===== config.mk =====
export PLATFORM = sky130hd
export DESIGN_NAME = config_text_tokenizer
export DESIGN_NICKNAME = d
export VERILOG_FILES = /design/src/sv/ctt_pkg.sv /design/src/sv/ctt_scan.sv /design/src/sv/ctt_oq.sv /design/src/sv/config_text_tokenizer.sv
export SDC_FILE = /design/constraint.sdc
export NUM_CORES = 2
export LEC_CHECK = 0
export BUFFER_PORTS_ARGS = -buffer_cell sky130_fd_sc_hd__buf_2
export CAP_MARGIN = 20
export CORE_ASPECT_RATIO = 0.5
export CORE_UTILIZATION = 50
export CTS_CLUSTER_DIAMETER = 200
export DETAILED_ROUTE_END_ITERATION = 8
export GPL_ROUTABILITY_DRIVEN = 0
export PLACE_DENSITY = 0.78
export SLEW_MARGIN = 20
export SYNTH_ARGS = -nofsm -noshare
export SYNTH_HDL_FRONTEND = slang
export SYNTH_HIERARCHICAL = 1
export SYNTH_SLANG_ARGS = --single-unit

===== constraint.sdc =====
create_clock -name clk -period 11 [get_ports clk]
set_clock_uncertainty 0.1 [all_clocks]
set_input_delay 1.65 -clock clk [delete_from_list [all_inputs] [get_ports clk]]
set_output_delay 1.65 -clock clk [all_outputs]
set_load 0.02 [all_outputs]

===== src/sv/ctt_pkg.sv =====
package ctt_pkg;

  // Longest word or quoted string, in bytes, and the width of a length count
  localparam int MAX_TOKEN_LEN = 1024;
  localparam int LEN_W         = $clog2(MAX_TOKEN_LEN + 1);

  // Result queue depth and its pointer and count widths
  localparam int OQ_DEPTH = 4;
  localparam int OQ_PTR_W = $clog2(OQ_DEPTH);
  localparam int OQ_CNT_W = $clog2(OQ_DEPTH + 1);

  // Characters of interest
  localparam logic [7:0] CH_SEMI   = 8'h3B;
  localparam logic [7:0] CH_HASH   = 8'h23;
  localparam logic [7:0] CH_OPEN   = 8'h7B;
  localparam logic [7:0] CH_CLOSE  = 8'h7D;
  localparam logic [7:0] CH_QUOTE  = 8'h22;
  localparam logic [7:0] CH_BSLASH = 8'h5C;
  localparam logic [7:0] CH_NL     = 8'h0A;
  localparam logic [7:0] CH_SPACE  = 8'h20;
  localparam logic [7:0] CH_PLUS   = 8'h2B;
  localparam logic [7:0] CH_MINUS  = 8'h2D;
  localparam logic [7:0] CH_ZERO   = 8'h30;
  localparam logic [7:0] CH_NINE   = 8'h39;
  localparam logic [7:0] CH_LX     = 8'h78;
  localparam logic [7:0] CH_UX     = 8'h58;

  typedef enum logic [2:0] {
    K_SEMI, K_OPEN, K_CLOSE, K_STRING, K_WORD, K_END, K_ERROR
  } kind_t;

  typedef enum logic [1:0] {
    E_NONE, E_OPEN_QUOTE, E_TOO_LONG
  } err_t;

  typedef enum logic [1:0] {
    C_TEXT, C_UNSIGNED, C_NEGATIVE, C_BOOL
  } class_t;

  typedef enum logic [2:0] {
    M_IDLE, M_WORD, M_STRING, M_COMMENT, M_HALT
  } mode_t;

  typedef enum logic [2:0] {
    P_START, P_SIGN, P_ZERO, P_DEC, P_ZX, P_HEX, P_BAD
  } phase_t;

  typedef struct packed {
    logic       cmd;
    logic [7:0] data_byte;
  } in_item_t;

  typedef struct packed {
    kind_t             token_kind;
    err_t              error_code;
    class_t            word_class;
    logic [31:0]       number;
    logic [31:0]       token_offset;
    logic [LEN_W-1:0]  token_length;
    logic [31:0]       line_number;
    logic              last_in_run;
  } out_item_t;

  // Running state of the current word or string
  typedef struct packed {
    logic [LEN_W-1:0] run_length;
    logic [31:0]      dec_value;
    logic [31:0]      hex_value;
    phase_t           phase;
    logic             neg;
    logic [1:0]       bool_match;  // bit 0: still "true", bit 1: still "false"
  } word_t;

  localparam word_t WORD_RESET = '{
    run_length: '0, dec_value: '0, hex_value: '0,
    phase: P_START, neg: 1'b0, bool_match: 2'b11
  };

  // Results of one scanned item toward the queue
  typedef struct packed {
    logic [1:0] count;
    out_item_t  first;
    out_item_t  second;
  } scan_out_t;

  function automatic logic is_space(input logic [7:0] b);
    return (b == CH_SPACE) || (b inside {[8'd9:8'd13]});
  endfunction

  function automatic logic is_delim(input logic [7:0] b);
    return is_space(b) || (b inside {CH_SEMI, CH_HASH, CH_QUOTE, CH_OPEN, CH_CLOSE});
  endfunction

  function automatic logic is_digit(input logic [7:0] b);
    return b inside {[CH_ZERO:CH_NINE]};
  endfunction

  // Hex digit value with a valid flag in the top bit
  function automatic logic [4:0] hex_digit(input logic [7:0] b);
    logic [4:0] r;
    r = '0;
    if (b inside {[CH_ZERO:CH_NINE]}) r = {1'b1, b[3:0]};
    else if (b inside {[8'h61:8'h66], [8'h41:8'h46]}) r = {1'b1, b[3:0] + 4'd9};
    return r;
  endfunction

  function automatic logic [7:0] to_upper(input logic [7:0] b);
    return (b inside {[8'h61:8'h7A]}) ? (b - 8'd32) : b;
  endfunction

  function automatic logic [7:0] true_char(input logic [1:0] k);
    logic [7:0] c;
    case (k)
      2'd0:    c = 8'h54;
      2'd1:    c = 8'h52;
      2'd2:    c = 8'h55;
      default: c = 8'h45;
    endcase
    return c;
  endfunction

  function automatic logic [7:0] false_char(input logic [2:0] k);
    logic [7:0] c;
    case (k)
      3'd1:    c = 8'h41;
      3'd2:    c = 8'h4C;
      3'd3:    c = 8'h53;
      3'd4:    c = 8'h45;
      default: c = 8'h46;
    endcase
    return c;
  endfunction

  // Fold one byte into the word state
  function automatic word_t word_byte(input word_t w, input logic [7:0] b);
    word_t      n;
    logic [7:0] ub;
    logic [4:0] hd;
    logic       dg;
    n  = w;
    ub = to_upper(b);
    hd = hex_digit(b);
    dg = is_digit(b);
    if (w.run_length >= LEN_W'(4) || ub != true_char(w.run_length[1:0]))
      n.bool_match[0] = 1'b0;
    if (w.run_length >= LEN_W'(5) || ub != false_char(w.run_length[2:0]))
      n.bool_match[1] = 1'b0;
    case (w.phase)
      P_START, P_SIGN: begin
        if (w.phase == P_START && b == CH_PLUS) n.phase = P_SIGN;
        else if (w.phase == P_START && b == CH_MINUS) begin
          n.phase = P_SIGN;
          n.neg   = 1'b1;
        end else if (b == CH_ZERO) n.phase = P_ZERO;
        else if (dg) begin
          n.phase     = P_DEC;
          n.dec_value = {28'd0, b[3:0]};
        end else n.phase = P_BAD;
      end
      P_ZERO: begin
        if (b == CH_LX || b == CH_UX) n.phase = P_ZX;
        else if (dg) begin
          n.phase     = P_DEC;
          n.dec_value = {28'd0, b[3:0]};
        end else n.phase = P_BAD;
      end
      P_DEC: begin
        if (dg) n.dec_value = (w.dec_value << 3) + (w.dec_value << 1) + {28'd0, b[3:0]};
        else n.phase = P_BAD;
      end
      P_ZX, P_HEX: begin
        if (hd[4]) begin
          n.hex_value = ((w.phase == P_ZX) ? 32'd0 : {w.hex_value[27:0], 4'd0})
                        | {28'd0, hd[3:0]};
          n.phase = P_HEX;
        end else n.phase = P_BAD;
      end
      default: n.phase = P_BAD;
    endcase
    n.run_length = w.run_length + LEN_W'(1);
    return n;
  endfunction

  function automatic out_item_t make_token(input kind_t kind, input err_t err,
                                           input logic [31:0] off,
                                           input logic [LEN_W-1:0] len,
                                           input logic [31:0] line);
    out_item_t r;
    r              = '0;
    r.token_kind   = kind;
    r.error_code   = err;
    r.word_class   = C_TEXT;
    r.token_offset = off;
    r.token_length = len;
    r.line_number  = line;
    return r;
  endfunction

  // Classify a finished word
  function automatic out_item_t word_result(input word_t w, input logic [31:0] off,
                                            input logic [31:0] line);
    out_item_t   r;
    logic [31:0] mag;
    r   = make_token(K_WORD, E_NONE, off, w.run_length, line);
    mag = (w.phase == P_HEX) ? w.hex_value : w.dec_value;
    if (w.phase inside {P_ZERO, P_DEC, P_HEX}) begin
      if (w.neg) begin
        r.word_class = C_NEGATIVE;
        r.number     = 32'd0 - mag;
      end else begin
        r.word_class = C_UNSIGNED;
        r.number     = mag;
      end
    end else if (w.run_length == LEN_W'(4) && w.bool_match[0]) begin
      r.word_class = C_BOOL;
      r.number     = 32'd1;
    end else if (w.run_length == LEN_W'(5) && w.bool_match[1]) begin
      r.word_class = C_BOOL;
      r.number     = 32'd0;
    end
    return r;
  endfunction

endpackage


===== src/sv/ctt_scan.sv =====
module ctt_scan (
  input  logic                clk,
  input  logic                rst_n,
  input  ctt_pkg::in_item_t   item,
  input  logic                adv,
  output ctt_pkg::scan_out_t  res
);
  import ctt_pkg::*;

  mode_t       mode_r, mode_nxt;
  logic        esc_r, esc_nxt;
  logic [31:0] pos_r, pos_nxt;
  logic [31:0] line_r, line_nxt;
  logic [31:0] start_pos_r, start_pos_nxt;
  logic [31:0] start_line_r, start_line_nxt;
  word_t       word_r, word_nxt;

  word_t       word_fold;
  logic [7:0]  b;

  assign b = item.data_byte;

  // One word-byte step, from a fresh word unless one is in progress
  assign word_fold = word_byte((mode_r == M_WORD) ? word_r : WORD_RESET, b);

  // Scan one byte or the end command
  always_comb begin
    logic      fresh;
    logic      tok_en;
    out_item_t tok;
    res            = '0;
    mode_nxt       = mode_r;
    esc_nxt        = esc_r;
    pos_nxt        = pos_r;
    line_nxt       = line_r;
    start_pos_nxt  = start_pos_r;
    start_line_nxt = start_line_r;
    word_nxt       = word_r;
    fresh          = 1'b0;
    tok_en         = 1'b0;
    tok            = make_token(K_SEMI, E_NONE, pos_r, LEN_W'(1), line_r);

    if (item.cmd) begin
      // Flush, mark end, return to reset state
      if (mode_r == M_WORD) begin
        res.first = word_result(word_r, start_pos_r, start_line_r);
        res.count = 2'd1;
      end else if (mode_r == M_STRING) begin
        res.first = make_token(K_ERROR, E_OPEN_QUOTE, start_pos_r, word_r.run_length,
                               start_line_r);
        res.count = 2'd1;
      end
      tok    = make_token(K_END, E_NONE, pos_r, '0, line_r);
      tok_en = 1'b1;
      mode_nxt       = M_IDLE;
      esc_nxt        = 1'b0;
      pos_nxt        = '0;
      line_nxt       = 32'd1;
      start_pos_nxt  = '0;
      start_line_nxt = 32'd1;
      word_nxt       = WORD_RESET;
    end else begin
      case (mode_r)
        M_IDLE: fresh = 1'b1;
        M_COMMENT: begin
          if (b == CH_NL) mode_nxt = M_IDLE;
        end
        M_STRING: begin
          if (word_r.run_length >= LEN_W'(MAX_TOKEN_LEN)) begin
            res.first = make_token(K_ERROR, E_TOO_LONG, start_pos_r, word_r.run_length,
                                   start_line_r);
            res.count = 2'd1;
            mode_nxt  = M_HALT;
          end else begin
            word_nxt.run_length = word_r.run_length + LEN_W'(1);
            esc_nxt = 1'b0;
            if (!(esc_r && b == CH_QUOTE)) begin
              if (b == CH_QUOTE) begin
                res.first = make_token(K_STRING, E_NONE, start_pos_r,
                                       word_r.run_length + LEN_W'(1), start_line_r);
                res.count = 2'd1;
                mode_nxt  = M_IDLE;
              end else if (b == CH_BSLASH) begin
                esc_nxt = 1'b1;
              end
            end
          end
        end
        M_WORD: begin
          if (is_delim(b)) begin
            res.first = word_result(word_r, start_pos_r, start_line_r);
            res.count = 2'd1;
            mode_nxt  = M_IDLE;
            fresh     = 1'b1;
          end else if (word_r.run_length >= LEN_W'(MAX_TOKEN_LEN)) begin
            res.first = make_token(K_ERROR, E_TOO_LONG, start_pos_r, word_r.run_length,
                                   start_line_r);
            res.count = 2'd1;
            mode_nxt  = M_HALT;
          end else begin
            word_nxt = word_fold;
          end
        end
        default: ;
      endcase

      // Start a new token from idle, or right after a word ends on a delimiter
      if (fresh) begin
        case (b)
          CH_SEMI: tok_en = 1'b1;
          CH_OPEN: begin
            tok.token_kind = K_OPEN;
            tok_en         = 1'b1;
          end
          CH_CLOSE: begin
            tok.token_kind = K_CLOSE;
            tok_en         = 1'b1;
          end
          CH_HASH: mode_nxt = M_COMMENT;
          CH_QUOTE: begin
            start_pos_nxt       = pos_r;
            start_line_nxt      = line_r;
            word_nxt            = WORD_RESET;
            word_nxt.run_length = LEN_W'(1);
            esc_nxt             = 1'b0;
            mode_nxt            = M_STRING;
          end
          default: begin
            if (!is_space(b)) begin
              start_pos_nxt  = pos_r;
              start_line_nxt = line_r;
              word_nxt       = word_fold;
              mode_nxt       = M_WORD;
            end
          end
        endcase
      end

      if (b == CH_NL) line_nxt = line_r + 32'd1;
      pos_nxt = pos_r + 32'd1;
    end

    // Place the single-byte or end token after any earlier result
    if (tok_en) begin
      if (res.count == 2'd0) begin
        res.first = tok;
        res.count = 2'd1;
      end else begin
        res.second = tok;
        res.count  = 2'd2;
      end
    end

    // Mark the last result of this word
    if (res.count == 2'd1) res.first.last_in_run = 1'b1;
    if (res.count == 2'd2) res.second.last_in_run = 1'b1;
  end

  // Hold scanner state, advance on each scanned item
  always_ff @(posedge clk) begin
    if (!rst_n) begin
      mode_r       <= M_IDLE;
      esc_r        <= 1'b0;
      pos_r        <= '0;
      line_r       <= 32'd1;
      start_pos_r  <= '0;
      start_line_r <= 32'd1;
      word_r       <= WORD_RESET;
    end else if (adv) begin
      mode_r       <= mode_nxt;
      esc_r        <= esc_nxt;
      pos_r        <= pos_nxt;
      line_r       <= line_nxt;
      start_pos_r  <= start_pos_nxt;
      start_line_r <= start_line_nxt;
      word_r       <= word_nxt;
    end
  end

endmodule


===== src/sv/ctt_oq.sv =====
module ctt_oq (
  input  logic                clk,
  input  logic                rst_n,
  input  logic                push_en,
  input  ctt_pkg::scan_out_t  push,
  output logic                room,
  output logic                out_valid,
  input  logic                out_ready,
  output ctt_pkg::out_item_t  out_data
);
  import ctt_pkg::*;

  out_item_t             mem_r [OQ_DEPTH];
  logic [OQ_PTR_W-1:0]   wp_r, wp_nxt;
  logic [OQ_PTR_W-1:0]   rp_r, rp_nxt;
  logic [OQ_CNT_W-1:0]   cnt_r, cnt_nxt;
  logic [OQ_CNT_W-1:0]   n_push;
  logic                  pop;

  assign out_valid = (cnt_r != '0);
  assign out_data  = mem_r[rp_r];
  assign pop       = out_valid && out_ready;
  assign room      = (cnt_r <= OQ_CNT_W'(OQ_DEPTH - 2));
  assign n_push    = push_en ? OQ_CNT_W'(push.count) : '0;

  assign wp_nxt  = wp_r + OQ_PTR_W'(n_push);
  assign rp_nxt  = rp_r + OQ_PTR_W'(pop);
  assign cnt_nxt = cnt_r + n_push - OQ_CNT_W'(pop);

  // Store up to two results per cycle
  always_ff @(posedge clk) begin
    if (push_en && push.count != 2'd0) mem_r[wp_r] <= push.first;
    if (push_en && push.count == 2'd2) mem_r[wp_r + OQ_PTR_W'(1)] <= push.second;
  end

  // Advance pointers and fill count
  always_ff @(posedge clk) begin
    if (!rst_n) begin
      wp_r  <= '0;
      rp_r  <= '0;
      cnt_r <= '0;
    end else begin
      wp_r  <= wp_nxt;
      rp_r  <= rp_nxt;
      cnt_r <= cnt_nxt;
    end
  end

endmodule


===== src/sv/config_text_tokenizer.sv =====
// Configuration text tokenizer: takes one byte (or the end command) per word on the
// input channel and emits semicolon, brace, quoted-string, word, end and error tokens,
// each with offset, length and start line; words are classed as text, unsigned,
// negative integer or boolean with their value. One input word is taken every cycle
// while input is not stalled: it is held in an input register, scanned once the
// result queue has room, and its zero, one or two results are written into a
// four-entry result queue. Input stalls only while that queue holds more than two
// results; since the result port moves at most one token a cycle, a steady stream of
// bytes that each end a word and give two tokens is held back by the result port.
module config_text_tokenizer (
  input  logic                clk,
  input  logic                rst_n,
  input  logic                in_valid,
  output logic                in_ready,
  input  ctt_pkg::in_item_t   in_data,
  output logic                out_valid,
  input  logic                out_ready,
  output ctt_pkg::out_item_t  out_data
);
  import ctt_pkg::*;

  logic      in_vld_r;
  in_item_t  in_item_r;
  logic      room;
  logic      adv;
  scan_out_t scan_res;

  assign in_ready = !in_vld_r || room;
  assign adv      = in_vld_r && room;

  // Hold the accepted word until the scanner takes it
  always_ff @(posedge clk) begin
    if (!rst_n) in_vld_r <= 1'b0;
    else if (in_ready) in_vld_r <= in_valid;
  end

  always_ff @(posedge clk) begin
    if (in_valid && in_ready) in_item_r <= in_data;
  end

  ctt_scan u_scan (
    .clk   (clk),
    .rst_n (rst_n),
    .item  (in_item_r),
    .adv   (adv),
    .res   (scan_res)
  );

  ctt_oq u_oq (
    .clk       (clk),
    .rst_n     (rst_n),
    .push_en   (adv),
    .push      (scan_res),
    .room      (room),
    .out_valid (out_valid),
    .out_ready (out_ready),
    .out_data  (out_data)
  );

endmodule

Word-level counts from Yosys, hierarchy flattened --
Memory sizes are Yosys's and may differ from the RTL's. A register that Yosys moved wholly into a read port is not among the register bits. Index checks and enable logic that the tools add are counted.
Cells by class: add/subtract/negate cells 14, reduce and logical (&&, ||, !) cells 39, mux-type cells 104, eq/ne operators 38, bitwise gates (word level) 1, $lt $le $gt $ge 13
Operators by type and width (count):
- 32-bit two-way mux | 19
- 117-bit two-way mux | 5
- 81-bit two-way mux | 6
- 116-bit two-way mux | 3
- 117-bit one-hot mux with 2 select lines | 1
- 232-bit two-way mux | 1
- 115-bit two-way mux | 2
- 34-bit two-way mux | 5
- 81-bit one-hot mux with 2 select lines | 1
- 32-bit one-hot mux with 2 select lines | 2
- 32-bit one-hot mux with 3 select lines | 1
- 70-bit two-way mux | 1
- 32-bit by 1-bit adder with 32-bit output, second input constant | 2
- 8-bit by 6-bit == test with 1-bit output, second input constant | 7
- 3-bit two-way mux | 17
- 8-bit by 7-bit == test with 1-bit output, second input constant | 5
- 32-bit adder | 1
- 32-bit by 4-bit adder with 32-bit output | 1
- 32-bit by 4-bit bitwise OR with 32-bit output | 1
- 1-bit by 32-bit subtractor with 32-bit output, first input constant | 1
- 3-bit by 2-bit == test with 1-bit output, second input constant | 8
- 8-bit by 7-bit less-or-equal comparator with 1-bit output, second input constant | 3
- 1-bit two-way mux | 24
- 11-bit by 1-bit adder with 11-bit output, second input constant | 2
- 48 further kinds | 90
Storage, ports and cells: memories kept 1, bits in writable memories 460, bits in registers 230, output and inout port bits 117
Memory list:
- u_oq.mem_r | words 4, width 115, read ports 1, clocked after Yosys merged registers in 1, wr ports 2, RTL line ctt_oq.sv:13 | out_item_t mem_r [OQ_DEPTH];

Depth between registers and ports, before layout --
depth in word-level cells 15, gate-level depth with buffers 21, mapped depth without buffers 18

Cells and area by module --
The synthesis kept the hierarchy.
By module, submodules not included:
- ctt_oq | cells an instance 1166, seq. area each 13953.4 um^2, instances 1, area each 22654.2 um^2
- ctt_scan | cells an instance 2109, seq. area each 4264.1 um^2, instances 1, area each 15738.8 um^2
- config_text_tokenizer | cells an instance 15, seq. area each 290.3 um^2, instances 1, area each 335.3 um^2

Worst setup path before layout --
Ideal clock, no wire load.
path type reg-to-reg, from register in_item_r[4] in the netlist's numbering, to memory u_oq/mem_r[1][0] in the netlist's numbering, enable pin, setup slack 2065 ps, library setup time 591 ps, arrival 8244 ps, data required time 10309 ps, path buffers 4, period minus slack after synthesis 8935 ps, cell stages (with the launch flop) 16, cells stage by stage edfxtp_1 buf_2 or4b_1 clkbuf_1 or4b_1 and4b_1 nand2_1 o21ai_1 nand3_1 and2_1 clkbuf_1 ha_1 buf_4 mux2_2 nand2_1 nor2_1
RTL lines:
- from (decl) | RTL line config_text_tokenizer.sv:23 | in_item_t in_item_r;
- from (signal assigned) | RTL line config_text_tokenizer.sv:38 | if (in_valid && in_ready) in_item_r <= in_data;
- to (decl) | RTL line ctt_oq.sv:13

==> impl_metrics.toml <==
[worst_setup_path]
critPathRequiredTime_ns = 11.25
crit_type = "flop to flop"
critPathCaptureType = "flop"
cp-start-kind = "flop"
cp_max_fo = 63
arrival_ns = 7.25

[synthesis]
async_reset_ff_frac = 0
synth_area_mm2 = 0.0387
synth_top_flop_cell = "edfxtp_1"
yosys_warnings = 6
synth_edf_count = 469
syn_area_per_cell_um2 = 11.8
synthDistinctLibCells = 88
synth-seq-cells = 690
synth_seq_area_share = 0.478
syn_inst = 3290

[sta]
setup_ws_ns = 4.00
min_period_ns = 7.00
rsz0062_at_grt = "no"
finalCritPeriodShare = 0.636
slew_headroom = 0.215
fmax_mhz = 143
worst_pin_slew_ns = 1.18
drv_slew = 0
tns_ns = 0
setup_viol = 0
final_hold_viol_count = 0

[die]
die-width_um = 396
core_area_mm2 = 0.0759
initial_core_util = 0.510
die_y_um = 199
pin_count = 130
std_cell_rows = 71
die_area_mm2 = 0.0786

[power_and_ir_drop]
irDropWorstVdd_v = 0.000115
p_leak_uw = 0.0157
power_density_mw_per_mm2 = 154
p_total_uw = 6470

[finish]
final_cell_mix = "469 x edfxtp_1, 411 x mux2_2, 320 x nor2_1"
final_cells = 4367
drive_gt1_frac = 0.263
final_common_cell = "edfxtp_1"
regArea_mm2 = 0.0185
fill_cells = 6146
multi_input_area_mm2 = 0.0190
syn_to_final_growth_pct = 8.22
finish.net_count = 3393
diodes = 0
fin_util = 0.552

[place]
post-place-cells = 4248
port_buffers = 129
hpwl_um = 58800
pre_cts_ws_ns = 4.14

[clocking]
clkTransAtPathRegs_ns = 0.06
cts_tree = "yes"
cts_root_buffer = "clkbuf_16"
cts.hold.buffers_added = 0
htreeDepth = 3
cts_setup_buffers = 0
clock-sinks = 690
cts_buffers = 66
cts_resized = 0
cts_buffer_depth = 3
clk_latency_ns = 0.62

[routing]
wl_met2_um = 47700
met3_wirelength_um = 6800
highest_layer = "met4"
vias = 27400
wl_per_cell_um = 22.2
wirelength_um = 97100
first_pass_iters = 7
vias_per_cell = 6.27
detail-route-antenna-nets = 0
first_iter_violations = 2840
route.detailed.drc = 0
met1Wirelength_um = 39600

[global_routing]
grt_pass1_vias = 26900
grt_overflow = 0
grt_max_degree = 77
grt_usage = 0.243
grt_pass1_wl_um = 152000
antenna_found_initial = 0

[run]
cap_viol_max_count = 0

[status]
outcome = "complete, no violations"

[worst_hold_path]
hold_path.class = "flop to flop"
## Yosys cell counts, drive strengths merged (4+ instances only)
cell | count | area share
nor4 | 19 | 0.0032
o41ai | 5 | 0.0013
a22o | 65 | 0.015
clkbuf | 134 | 0.013
mux4 | 115 | 0.067
a211oi | 15 | 0.0029
o21bai | 5 | 0.00097
and3 | 91 | 0.015
a21oi | 102 | 0.013
or4 | 8 | 0.0017
or2 | 4 | 0.00065
dfxtp | 221 | 0.11
nor2 | 326 | 0.032
nor3 | 54 | 0.0070
o31ai | 15 | 0.0033
a31o | 5 | 0.0011
a221oi | 4 | 0.00090
edfxtp | 469 | 0.36
a22oi | 115 | 0.022
or3 | 14 | 0.0023
a32oi | 5 | 0.0011
nand4 | 21 | 0.0036
and2 | 56 | 0.0091
a21o | 16 | 0.0031
a31oi | 17 | 0.0027
and4 | 12 | 0.0027
mux2 | 461 | 0.14
o211ai | 8 | 0.0016
o21ai | 126 | 0.016
o221ai | 5 | 0.0011
inv | 38 | 0.0037
xnor2 | 65 | 0.015
nand2 | 174 | 0.017
nand2b | 15 | 0.0026
o22ai | 10 | 0.0016
o21a | 8 | 0.0016
nor2b | 12 | 0.0019
nand3b | 7 | 0.0017
mux2i | 33 | 0.0087
nand3 | 73 | 0.0094
xor2 | 63 | 0.014
buf | 142 | 0.023
nor3b | 6 | 0.0012
ha | 84 | 0.027
## final cells by class
class	count	area share
Timing Repair Buffer	167	0.0222
Inverter	39	0.00352
Clock inverter	24	0.00505
Sequential cell	690	0.442
Multi-Input combinational cell	2330	0.452
Tap cell	1022	0.0305
Clock buffer	95	0.0447
## flip-flops by register name (all words and copies together), names as in the netlist
signal	flops
in_item_r	9
in_vld_r	1
u_oq/cnt_r	3
u_oq/mem_r	460
u_oq/rp_r	2
u_oq/wp_r	2
u_scan/esc_r	1
u_scan/line_r	32
u_scan/mode_r	3
u_scan/pos_r	32
u_scan/start_line_r	32
u_scan/start_pos_r	32
u_scan/word_r	81
## per-stage QoR
| stage | hold WS, ns | instance area [um2] |
|---|---|---|
| after detailed placement | 0.378 | 39800 |
| after global placement | 0.373 | 39800 |
| after floorplan | 0.351 | 38900 |
| after global routing | 0.426 | 41900 |
| after CTS | 0.392 | 41900 |
| final | 0.395 | 41900 |
## layer usage
metal,global-route usage,up-vias
met5,0,-
met4,0.0768,0
met3,0.0380,213
met2,0.421,1138
met1,0.313,13600
li1,-,12400
## worst max-delay path, cell delays in order (launching register included)
cell      delay, ns
edfxtp_1       0.54
or4b_1         0.70
or4b_1         0.66
and4b_1        0.32
nand2_1        0.30
o21ai_1        0.17
nand3_1        0.15
and2_4         0.60
ha_1           0.46
nand3b_1       0.38
nor2_4         0.95
buf_4          0.83
mux2_2         0.43
## where the power goes
part	internal (uW)	switching (uW)	leakage, uW
clock	1260	1000	0.00102
sequential	2840	93.1	0.00598
combinational	482	796	0.00873
## cell families after synthesis
group / share of synthesized area
other cells: 0.0000968
compound gates: 0.0976
fa+ha+maj: 0.0282
mux: 0.214
flops: 0.478
buf+inv: 0.0400
simple gates: 0.113
xor+xnor: 0.0289
## path summary, 6_finish.rpt
kind | to | startpoint | cells past startpoint | slack (ns)
worst max-delay path | u_oq/mem_r[3][99]$_DFFE_PP_ | in_item_r[4]$_DFFE_PP_ | 12 | 4.00
worst min-delay path | u_scan/word_r[36]$_SDFFE_PN0P_ | u_scan/word_r[36]$_SDFFE_PN0P_ | 2 | 0.39
worst max register to register | u_oq/mem_r[3][99]$_DFFE_PP_ | in_item_r[4]$_DFFE_PP_ | 12 | 4.00
worst min register to register | u_scan/word_r[36]$_SDFFE_PN0P_ | u_scan/word_r[36]$_SDFFE_PN0P_ | 2 | 0.39
(Power assumes the default switching activity.)
